--- src/hw/rtl/edf_pkg.sv ---
package edf_pkg;

	localparam int NTASK = 16;
	localparam int IDXW  = 4;
	localparam int QDEPTH = 2;

	localparam logic REQ_TICK = 1'b0;
	localparam logic REQ_LOAD = 1'b1;

	typedef struct packed {
		logic        req_type;
		logic [3:0]  task_index;
		logic [15:0] burst;
		logic [15:0] rel_deadline;
		logic [15:0] period;
	} cmd_t;

endpackage

--- src/hw/rtl/edf_periodic_task_scheduler.sv ---
// edf scheduler: a load word writes the table from the idle state; a tick word holds the
// sequencer for accept, then release pass, edf scan, phase update, one slot per cycle
// outside a stall: the update pass waits on its first slot while the previous result is
// not yet taken
// a two-word queue decouples input from the sequencer; one result register
// arst_n clears valid flags, running state, time and handshake state
module edf_periodic_task_scheduler
	import edf_pkg::*;
(
	input  logic        clk,
	input  logic        arst_n,
	input  logic        s_tvalid,
	output logic        s_tready,
	input  logic [55:0] s_tdata,  // task_index, burst, rel_deadline, period
	input  logic        s_tuser,  // req_type
	output logic        m_tvalid,
	input  logic        m_tready,
	output logic [39:0] m_tdata,  // tick_time, task_id
	output logic        m_tuser   // busy_res
);

	logic cmd_valid, cmd_ready;
	cmd_t cmd;

	// front: unpack and queue
	edf_front u_front (
		.clk, .arst_n, .s_tvalid, .s_tready, .s_tdata, .s_tuser,
		.cmd_valid, .cmd_ready, .cmd
	);

	// back: table, release, scan, update
	edf_back u_back (
		.clk, .arst_n, .cmd_valid, .cmd_ready, .cmd,
		.m_tvalid, .m_tready, .m_tdata, .m_tuser
	);

endmodule

--- src/hw/rtl/edf_front.sv ---
// input side: unpacks words into commands and buffers them in a short queue
module edf_front
	import edf_pkg::*;
(
	input  logic        clk,
	input  logic        arst_n,
	input  logic        s_tvalid,
	output logic        s_tready,
	input  logic [55:0] s_tdata,  // task_index, burst, rel_deadline, period
	input  logic        s_tuser,  // req_type
	output logic        cmd_valid,
	input  logic        cmd_ready,
	output cmd_t        cmd
);

	cmd_t       q_mem_q [QDEPTH];
	logic       wr_ptr_q, rd_ptr_q;
	logic [1:0] cnt_q;
	logic       push, pop;
	cmd_t       in_cmd;

	always_comb begin
		in_cmd.req_type     = s_tuser;
		in_cmd.task_index   = s_tdata[3:0];
		in_cmd.burst        = s_tdata[19:4];
		in_cmd.rel_deadline = s_tdata[35:20];
		in_cmd.period       = s_tdata[51:36];
	end

	assign s_tready  = (cnt_q != 2'(QDEPTH));
	assign push      = s_tvalid && s_tready;
	assign cmd_valid = (cnt_q != 2'd0);
	assign pop       = cmd_valid && cmd_ready;
	assign cmd       = q_mem_q[rd_ptr_q];

	always_ff @(posedge clk) begin
		if (push) q_mem_q[wr_ptr_q] <= in_cmd;
	end

	always_ff @(posedge clk or negedge arst_n) begin
		if (!arst_n) begin
			wr_ptr_q <= 1'b0;
			rd_ptr_q <= 1'b0;
			cnt_q    <= 2'd0;
		end else begin
			if (push) wr_ptr_q <= ~wr_ptr_q;
			if (pop)  rd_ptr_q <= ~rd_ptr_q;
			cnt_q <= cnt_q + 2'(push) - 2'(pop);
		end
	end

`ifndef SYNTHESIS
	a_cnt_range: assert property (@(posedge clk) disable iff (!arst_n) cnt_q <= 2'(QDEPTH))
		else $error("queue count out of range");
	a_no_push_full: assert property (@(posedge clk) disable iff (!arst_n)
		cnt_q == 2'(QDEPTH) |-> !push) else $error("push into full queue");
	a_cnt_step: assert property (@(posedge clk) disable iff (!arst_n)
		push && !pop |=> cnt_q == $past(cnt_q) + 2'd1) else $error("count step");
`endif

endmodule

--- src/hw/rtl/edf_back.sv ---
// execution side: loads, release pass, edf scan, update pass
module edf_back
	import edf_pkg::*;
(
	input  logic        clk,
	input  logic        arst_n,
	input  logic        cmd_valid,
	output logic        cmd_ready,
	input  cmd_t        cmd,
	output logic        m_tvalid,
	input  logic        m_tready,
	output logic [39:0] m_tdata,  // tick_time, task_id
	output logic        m_tuser   // busy_res
);

	localparam logic [1:0] ST_IDLE = 2'd0;
	localparam logic [1:0] ST_REL  = 2'd1;
	localparam logic [1:0] ST_SCAN = 2'd2;
	localparam logic [1:0] ST_UPD  = 2'd3;

	logic [1:0]  state_q;
	logic [IDXW-1:0] idx_q;

	logic [NTASK-1:0] valid_q;
	logic [15:0] burst_q    [NTASK];
	logic [15:0] reldl_q    [NTASK];
	logic [15:0] period_q   [NTASK];
	logic [15:0] rem_q      [NTASK];
	logic [31:0] absdl_q    [NTASK];
	logic [15:0] phase_q    [NTASK];
	logic [31:0] time_q;

	logic        found_q;
	logic [31:0] best_q;
	logic [IDXW-1:0] pick_q;

	logic        out_valid_q;
	logic [31:0] out_time_q;
	logic        out_busy_q;
	logic [3:0]  out_id_q;

	logic last;
	logic ready_i;
	logic [16:0] nxt;
	logic [15:0] per;
	logic out_free;
	logic emit;

	assign last      = (idx_q == IDXW'(NTASK - 1));
	assign cmd_ready = (state_q == ST_IDLE);
	assign m_tvalid  = out_valid_q;
	assign m_tdata   = {4'd0, out_id_q, out_time_q};
	assign m_tuser   = out_busy_q;
	assign ready_i   = valid_q[idx_q] && (rem_q[idx_q] != 16'd0);
	assign per       = (period_q[idx_q] == 16'd0) ? 16'd1 : period_q[idx_q];
	assign nxt       = {1'b0, phase_q[idx_q]} + 17'd1;
	// result register free now or freed at this edge
	assign out_free  = !out_valid_q || m_tready;
	assign emit      = (state_q == ST_UPD) && (idx_q == '0) && out_free;

	always_ff @(posedge clk) begin
		if (state_q == ST_IDLE && cmd_valid && cmd_ready && cmd.req_type == REQ_LOAD) begin
			burst_q[cmd.task_index]  <= cmd.burst;
			reldl_q[cmd.task_index]  <= cmd.rel_deadline;
			period_q[cmd.task_index] <= cmd.period;
		end
	end

	always_ff @(posedge clk or negedge arst_n) begin
		if (!arst_n) begin
			state_q     <= ST_IDLE;
			idx_q       <= '0;
			valid_q     <= '0;
			time_q      <= '0;
			found_q     <= 1'b0;
			best_q      <= '0;
			pick_q      <= '0;
			out_valid_q <= 1'b0;
			out_time_q  <= '0;
			out_busy_q  <= 1'b0;
			out_id_q    <= '0;
			for (int i = 0; i < NTASK; i++) begin
				rem_q[i]   <= '0;
				absdl_q[i] <= '0;
				phase_q[i] <= '0;
			end
		end else begin
			if (emit) out_valid_q <= 1'b1;
			else if (m_tready) out_valid_q <= 1'b0;
			unique case (state_q)
				ST_IDLE: begin
					if (cmd_valid && cmd_ready) begin
						if (cmd.req_type == REQ_LOAD) begin
							valid_q[cmd.task_index] <= 1'b1;
							rem_q[cmd.task_index]   <= '0;
							absdl_q[cmd.task_index] <= '0;
							phase_q[cmd.task_index] <= '0;
						end else begin
							idx_q   <= '0;
							state_q <= ST_REL;
						end
					end
				end
				ST_REL: begin
					if (valid_q[idx_q] && phase_q[idx_q] == 16'd0) begin
						rem_q[idx_q]   <= burst_q[idx_q];
						absdl_q[idx_q] <= time_q + {16'd0, reldl_q[idx_q]};
					end
					idx_q <= idx_q + 1'b1;
					if (last) begin
						found_q <= 1'b0;
						state_q <= ST_SCAN;
					end
				end
				ST_SCAN: begin
					if (ready_i && (!found_q || absdl_q[idx_q] < best_q)) begin
						found_q <= 1'b1;
						best_q  <= absdl_q[idx_q];
						pick_q  <= idx_q;
					end
					idx_q <= idx_q + 1'b1;
					if (last) state_q <= ST_UPD;
				end
				ST_UPD: begin
					// first slot waits while the previous result is still held
					if (idx_q != '0 || out_free) begin
						if (idx_q == '0) begin
							out_time_q <= time_q;
							out_busy_q <= found_q;
							out_id_q   <= found_q ? pick_q : '0;
							if (found_q) rem_q[pick_q] <= rem_q[pick_q] - 16'd1;
						end
						if (valid_q[idx_q])
							phase_q[idx_q] <= (nxt >= {1'b0, per}) ? 16'd0 : nxt[15:0];
						idx_q <= idx_q + 1'b1;
						if (last) begin
							time_q  <= time_q + 32'd1;
							state_q <= ST_IDLE;
						end
					end
				end
				default: state_q <= ST_IDLE;
			endcase
		end
	end

`ifndef SYNTHESIS
	a_out_hold: assert property (@(posedge clk) disable iff (!arst_n)
		out_valid_q && !m_tready |=> out_valid_q) else $error("result dropped");
	a_scan_follows_rel: assert property (@(posedge clk) disable iff (!arst_n)
		state_q == ST_REL && last |=> state_q == ST_SCAN && idx_q == '0)
		else $error("bad rel to scan");
	a_time_step: assert property (@(posedge clk) disable iff (!arst_n)
		state_q == ST_UPD && last |=> time_q == $past(time_q) + 32'd1)
		else $error("time step");
	a_idle_busy: assert property (@(posedge clk) disable iff (!arst_n)
		out_valid_q && !out_busy_q |-> out_id_q == '0) else $error("idle id");
`endif

endmodule
--- config.mk ---
export PLATFORM = sky130hd
export DESIGN_NAME = edf_periodic_task_scheduler
export DESIGN_NICKNAME = d
export VERILOG_FILES = /design/src/hw/rtl/edf_pkg.sv /design/src/hw/rtl/edf_periodic_task_scheduler.sv /design/src/hw/rtl/edf_front.sv /design/src/hw/rtl/edf_back.sv
export SDC_FILE = /design/constraint.sdc
export NUM_CORES = 2
export LEC_CHECK = 0
export BUFFER_PORTS_ARGS = -buffer_cell sky130_fd_sc_hd__buf_2
export CAP_MARGIN = 20
export CORE_ASPECT_RATIO = 0.7
export CORE_UTILIZATION = 45
export DETAILED_ROUTE_END_ITERATION = 8
export MAX_ROUTING_LAYER = met4
export PLACE_DENSITY = 0.71
export SLEW_MARGIN = 20
export SYNTH_ARGS = -nofsm -noshare
export SYNTH_HDL_FRONTEND = slang
export SYNTH_SLANG_ARGS = --single-unit
--- constraint.sdc ---
create_clock -name clk -period 6.2 [get_ports clk]
set_input_delay 0.93 -clock clk [delete_from_list [all_inputs] [get_ports clk]]
set_output_delay 0.93 -clock clk [all_outputs]
set_load 0.01 [all_outputs]
### Yosys cells after proc, flatten, opt, wreduce, memory -nomap -nowiden

Memory sizes are Yosys's and may differ from the RTL's.
Cells that the tools add are included.

* bits in registers: 1157
* bits in writable memories: 874
* output and inout port bits: 43
* word-level logic and storage cells: 222
* memories kept: 4

* $add $sub $neg: 7
* magnitude comparators: 11
* eq/ne operators: 17
* multiplexer cells: 69
* bitwise gates (word level): 11
* reductions and logical operators: 41

Memories
* u_back.burst_q: depth 16, width 16, rd ports 1, clocked after Yosys merged registers in 0, write ports 1, line edf_back.sv:25 `logic [15:0] burst_q [NTASK];`
* u_back.period_q: depth 16, width 16, rd ports 1, clocked after Yosys merged registers in 0, write ports 1, line edf_back.sv:27 `logic [15:0] period_q [NTASK];`
* u_back.reldl_q: depth 16, width 16, rd ports 1, clocked after Yosys merged registers in 0, write ports 1, line edf_back.sv:26 `logic [15:0] reldl_q [NTASK];`
* u_front.q_mem_q: depth 2, width 53, rd ports 1, clocked after Yosys merged registers in 0, write ports 1, line edf_front.sv:16 `cmd_t q_mem_q [QDEPTH];`

Operators with widths (number)
* 2-to-1 mux 256 bit: 10
* 2-to-1 mux 512 bit: 3
* one-hot mux 512 bit (2 select lines): 1
* bitwise mux 256 bit: 3
* one-hot mux 256 bit (3 select lines): 1
* AND 256 bit: 2
* AND 512 bit: 1
* bitwise mux 512 bit: 1
* inverter 512 bit: 1
* one-hot mux 256 bit (2 select lines): 1
* demux 32 bit (select 4 bit): 2
* inverter 256 bit: 1
* binary-select mux 16 bit (select 4 bit): 3
* demux 16 bit (select 4 bit): 3
* 2-to-1 mux 16 bit: 11
* binary-select mux 32 bit (select 4 bit): 1
* 2-to-1 mux 32 bit: 4
* adder 32 x 1 -> 32 bit, second input constant: 1
* adder 32 x 16 -> 32 bit: 1
* zero test 16 bit: 2
* < comparator 32 bit: 1
* adder 16 x 1 -> 17 bit, second input constant: 1
* greater-or-equal comparator 17 x 16 -> 1 bit: 1
* 2-to-1 mux 4 bit: 4
* other kinds (39): 96

### Logic depth before layout (Yosys ltp)

* depth in word-level cells: 11
* depth in mapped cells: 27

### Modules after synthesis

Synthesis repeated with hierarchy kept, for this count alone.

* cells, all modules: 6660
* area total of the unflattened synthesis: 90384.2 µm²

By module, submodules not included
* edf_back: times used 1, cells an instance 6478, area each 86337.8 µm², seq. area each 51914.8 µm²
* edf_front: times used 1, cells an instance 182, area each 4046.4 µm², seq. area each 3283.1 µm²

### Worst setup path before layout

Ideal clock, no wire load.

* path type: reg2reg
* start: reg u_back.idx_q[0]
* end: reg u_back.absdl_q[120] in the netlist's numbering
* setup time: 133 ps
* arrival time: 6541 ps
* data required time: 6067 ps
* slack: -474 ps
* cell stages (with the launch flop): 26
* buffers on the path: 12
* cells stage by stage: dfrtp_1 -> buf_4 -> buf_4 -> buf_4 -> buf_4 -> buf_2 -> buf_2 -> buf_4 -> buf_4 -> buf_4 -> buf_2 -> buf_2 -> mux4_2 -> mux4_2 -> ha_1 -> fa_1 -> a21o_1 -> a21oi_1 -> o21ai_0 -> and3b_1 -> o21ai_0 -> a21oi_1 -> nand4_1 -> xor2_1 -> clkbuf_1 -> o21ai_0

* cells in the longest elaborated chain, start to end: 8
* elaborated cells on any way between the ends: 20
* classes of those cells: add/sub: 1; order compare: 2; eq/ne: 1; mux: 10; bitwise: 1; reduce/logical: 4; memory: 1

Ends and longest elaborated chain
* from (decl): line edf_back.sv:22 `logic [IDXW-1:0] idx_q;`
* from (signal assigned): line edf_back.sv:109 `idx_q <= idx_q + 1'b1;`
* from (signal assigned): line edf_back.sv:121 `idx_q <= idx_q + 1'b1;`
* from (signal assigned): line edf_back.sv:135 `idx_q <= idx_q + 1'b1;`
* branches (longest 8 deep; another with adder 32 x 16 -> 32 bit)
* to (signal, indexed assignment): line edf_back.sv:107 `absdl_q[idx_q] <= time_q + {16'd0, reldl_q[idx_q]};`
* to (decl): line edf_back.sv:29 `logic [31:0] absdl_q [NTASK];`

Parallel ways; which one is timed is not known. The select of a mux whose other input is x is not followed.
A chain may end at the register's enable or synchronous reset.

### Final worst setup path

* start: reg u_back.idx_q[0]
* end: reg u_back.absdl_q[497] in the netlist's numbering

The elaborated chain is that of the path after synthesis.

==> results by group <==
Status
  • Status: finished, final reports clean

Placement
  • HPWL Detailed: ~180 mm
  • Port Buffers: 95
  • DP Worst Slack: roughly 300 ps
  • Gp weighted congestion: 1.03

Final layout
  • Most common cell after layout, fill and taps aside: dfrtp_1
  • Area of the multi-input gates: ~33,000 µm²
  • Fin util: 0.511
  • Post-layout nets: 6,604
  • Sequential standard cell area: 55,200 µm²
  • Layout cells sized above 1: 0.222
  • Fillers: 16.4k
  • P&R area growth vs syn: 12.6%
  • Most frequent cells in the layout: dfrtp_1, edfxtp_1, nand2_1, a22o_1, mux4_2

Clock tree
  • CTS tree: yes
  • Post-cts sizing count: 0
  • Clock transition at path regs: roughly 70 ps
  • Num CTS Buffers: 195
  • Clock Sink Count: roughly 2k
  • CTS Buffer Depth: 4
  • H-tree Lvls: 4
  • Clock latency on the worst-skew pair: 870 ps
  • Root Driver: clkbuf_16

Power and ir drop
  • Peak VDD IR: 0.434 mV
  • Sw power: between 20 and 25 mW
  • Clock power share: 0.238
  • Register share of total power: 0.344
  • P_int: between 30 and 40 mW
  • Comb pwr share: 0.418
  • Leakage: around 40 nW
  • PD cells: 513 nW/µm²
  • Sw Ratio: 0.413

Floorplanning
  • Die height: approximately 380 µm
  • FP Rows: 137
  • Io pins: 104
  • Die width: roughly 540 µm
  • Die area: about 200,000 µm²
  • Initial core utilization: 0.454
  • Core ar.: ~200,000 µm²

STA
  • Slew @ Worst Pin: 1270 ps
  • Worst hold slack: 248 ps
  • Fin worst setup slack: about 150 ps
  • F_max: approximately 170 MHz
  • Setup TNS: 0 ps
  • RSZ-0062 raised after global routing: no
  • Final setup vio count: 0
  • Final Max Slew Viols: 0
  • Fin crit period: 6050 ps
  • Hold Fails Final Rpt: 0
  • Slew Limit Headroom: 0.153
  • Tcrit/Tclk final: 0.976
  • Clock Skew: ~80 ps

Route
  • Post-DRT Antenna Nets: 0
  • WL/cell: roughly 32 µm
  • Drt initial violations: 9,368
  • Via/cell ratio: between 6 and 7
  • DR vias: between 60k and 70k
  • Final wirelength: a little under 300 mm
  • First drt pass iteration count: 6
  • Residual DRC count: 0

Worst setup path
  • Crit path required time: between 6000 and 7000 ps
  • WP data arrival: a little under 7000 ps
  • Crit Path Class: flop to flop
  • CP startpoint kind: flop
  • Max FO, Critical Path: 27
  • CP Capture Type: flop

Synth
  • Synth area leader: dfrtp_1
  • Flops & latches, synth: roughly 2.0k
  • Top_reg_cell synth: dfrtp_1
  • Area contributors post-synth: dfrtp_1, edfxtp_1, mux4_2
  • Post-synth EDFFs: just under 900
  • Mapped cell area: just over 90,000 µm²
  • Fraction of registers with async set/reset: 0.570
  • Top-area cell type share of the netlist area: 0.320
  • Syn Inst Count: about 6.4k
  • Avg Cell Area, Syn: 14.2 µm²
  • Distinct cells, synth: about 80
  • Synth warn: 0
  • Post-synthesis sequential area ratio: 0.610

Global route
  • GRT Resource Usage Total: 0.298
  • First-pass GRT wire length: between 400 and 500 mm
  • Initial antenna violation count: 15
  • Global route overflow: 0
  • Number of global-route vias before repair: approximately 62k
  • Largest net degree at the start of global routing: approximately 180

Min path
  • Worst hold path type: input pin to flop

Flow run
  • Max-Cap Viols: 0
metrics by stage:
stage,std cells,cell area [µm²],power [mW]
after floorplan,6380,90600,29.6
after global placement,8904,95200,38.4
after detailed placement,8906,95200,38.8
after CTS,9256,102000,51.2
after global routing,9273,102000,53.5
final,9275,102000,52.3
registers in the layout (all words and copies together) (netlist names):
register and count:
u_back.rem_q 256, u_front.q_mem_q 106, u_back.m_tuser 1, u_front.cnt_q 2, u_back.absdl_q 512, u_back.out_time_q 32, u_back.phase_q 256, u_back.burst_q 256
u_back.state_q 2, u_back.best_q 32, u_back.out_id_q 4, u_back.pick_q 4, u_back.found_q 1, u_front.rd_ptr_q 1, u_back.m_tvalid 1, u_back.reldl_q 256
u_back.period_q 256, u_back.time_q 32, u_back.idx_q 4, u_front.wr_ptr_q 1, u_back.valid_q 16
power groups by stage:
| stage | combinational (mW) | clock, mW | sequential, mW |
|---|---|---|---|
| after floorplan | 12.4 | 0 | 17.2 |
| after global placement | 20.4 | 0 | 18.0 |
| after detailed placement | 20.7 | 0 | 18.1 |
| after CTS | 20.8 | 12.5 | 17.8 |
| after global routing | 22.4 | 13.1 | 18.1 |
| final | 21.9 | 12.5 | 18.0 |
worst max-delay path, stage by stage (launching register included):
cell and delay, ps:
dfrtp_4 810, buf_4 320, buf_12 210, mux4_2 560, mux4_2 570, nor4_1 370
nand2_1 480, o21ai_2 470, buf_4 270, a21boi_2 180, buf_4 420, nand2_1 680
o21ai_0 470
layer usage:
layer / vias up / share of wire / global-route usage
met1: 32500 / 0.40 / 0.418
met4: 0 / 0.033 / 0.0894
met3: 704 / 0.14 / 0.107
met2: 4613 / 0.42 / 0.404
li1: 25000 / - / -
met5: - / 0 / -
final cells by class:
type | instances | area share
clock inverters | 83 | 0.00972
flip-flops and latches | 2031 | 0.542
multi-input cells | 3771 | 0.328
diodes | 16 | 0.000393
clock buffers | 267 | 0.0546
inverters | 80 | 0.00295
repair buffers | 386 | 0.0300
well taps | 2641 | 0.0324
synth_stat cells, types with 23 or more instances:
library cell,n
dfrtp_1,1157
edfxtp_1,874
nand2_1,645
a22o_1,560
mux4_2,544
o21ai_0,527
clkbuf_1,384
nor2_1,215
a21oi_1,163
mux2_2,129
nand3_1,79
ha_1,77
inv_1,77
nor4_1,74
buf_2,65
a22oi_1,64
xnor2_1,58
o22ai_1,57
a222oi_1,52
a21o_1,48
a32o_1,36
nand4_1,36
xor2_1,36
buf_1,35
nor3_1,32
mux2i_1,26
a221o_1,25
nor2b_1,24
or2_2,23
worst paths after layout:
kind,end,cells after the start,start,slack (ps)
max in group asynchronous,u_back.absdl_q[476]$_DFFE_PN0P_,4,arst_n,3800
setup / recovery,u_back.absdl_q[497]$_DFFE_PN0P_,12,u_back.idx_q[0]$_DFFE_PN0P_,150
hold / removal,u_front.q_mem_q[0][35]$_DFFE_PP_,1,s_tdata[7],250
hold reg to reg,u_back.valid_q[1]$_DFFE_PN0P_,1,u_back.valid_q[1]$_DFFE_PN0P_,460
min in group asynchronous,u_back.absdl_q[345]$_DFFE_PN0P_,2,arst_n,580
setup reg to reg,u_back.absdl_q[497]$_DFFE_PN0P_,12,u_back.idx_q[0]$_DFFE_PN0P_,150
repair_timing:
| item | CTS | global route |
|---|---|---|
| buffers inserted | 0 | 0 |
| hold buffers | 0 | 1 |
| hold endpoints to repair | 0 | 24 |
cells by family (layout without fill, tap and decap cells):
kind of cell | Yosys count | after routing | share of synthesized area
DFF | 2031 | 2031 | 0.610
muxes | 699 | 699 | 0.154
other | 1 | 20 | 0.0000414
and+or+nand+nor | 1227 | 1227 | 0.0601
xor gates and xnor gates | 94 | 94 | 0.00910
adders and majority gates | 78 | 78 | 0.0109
buffers and inverters | 578 | 816 | 0.0255
AOI/OAI and AO/OA | 1669 | 1669 | 0.130
Power figures use the tool's default switching activity.
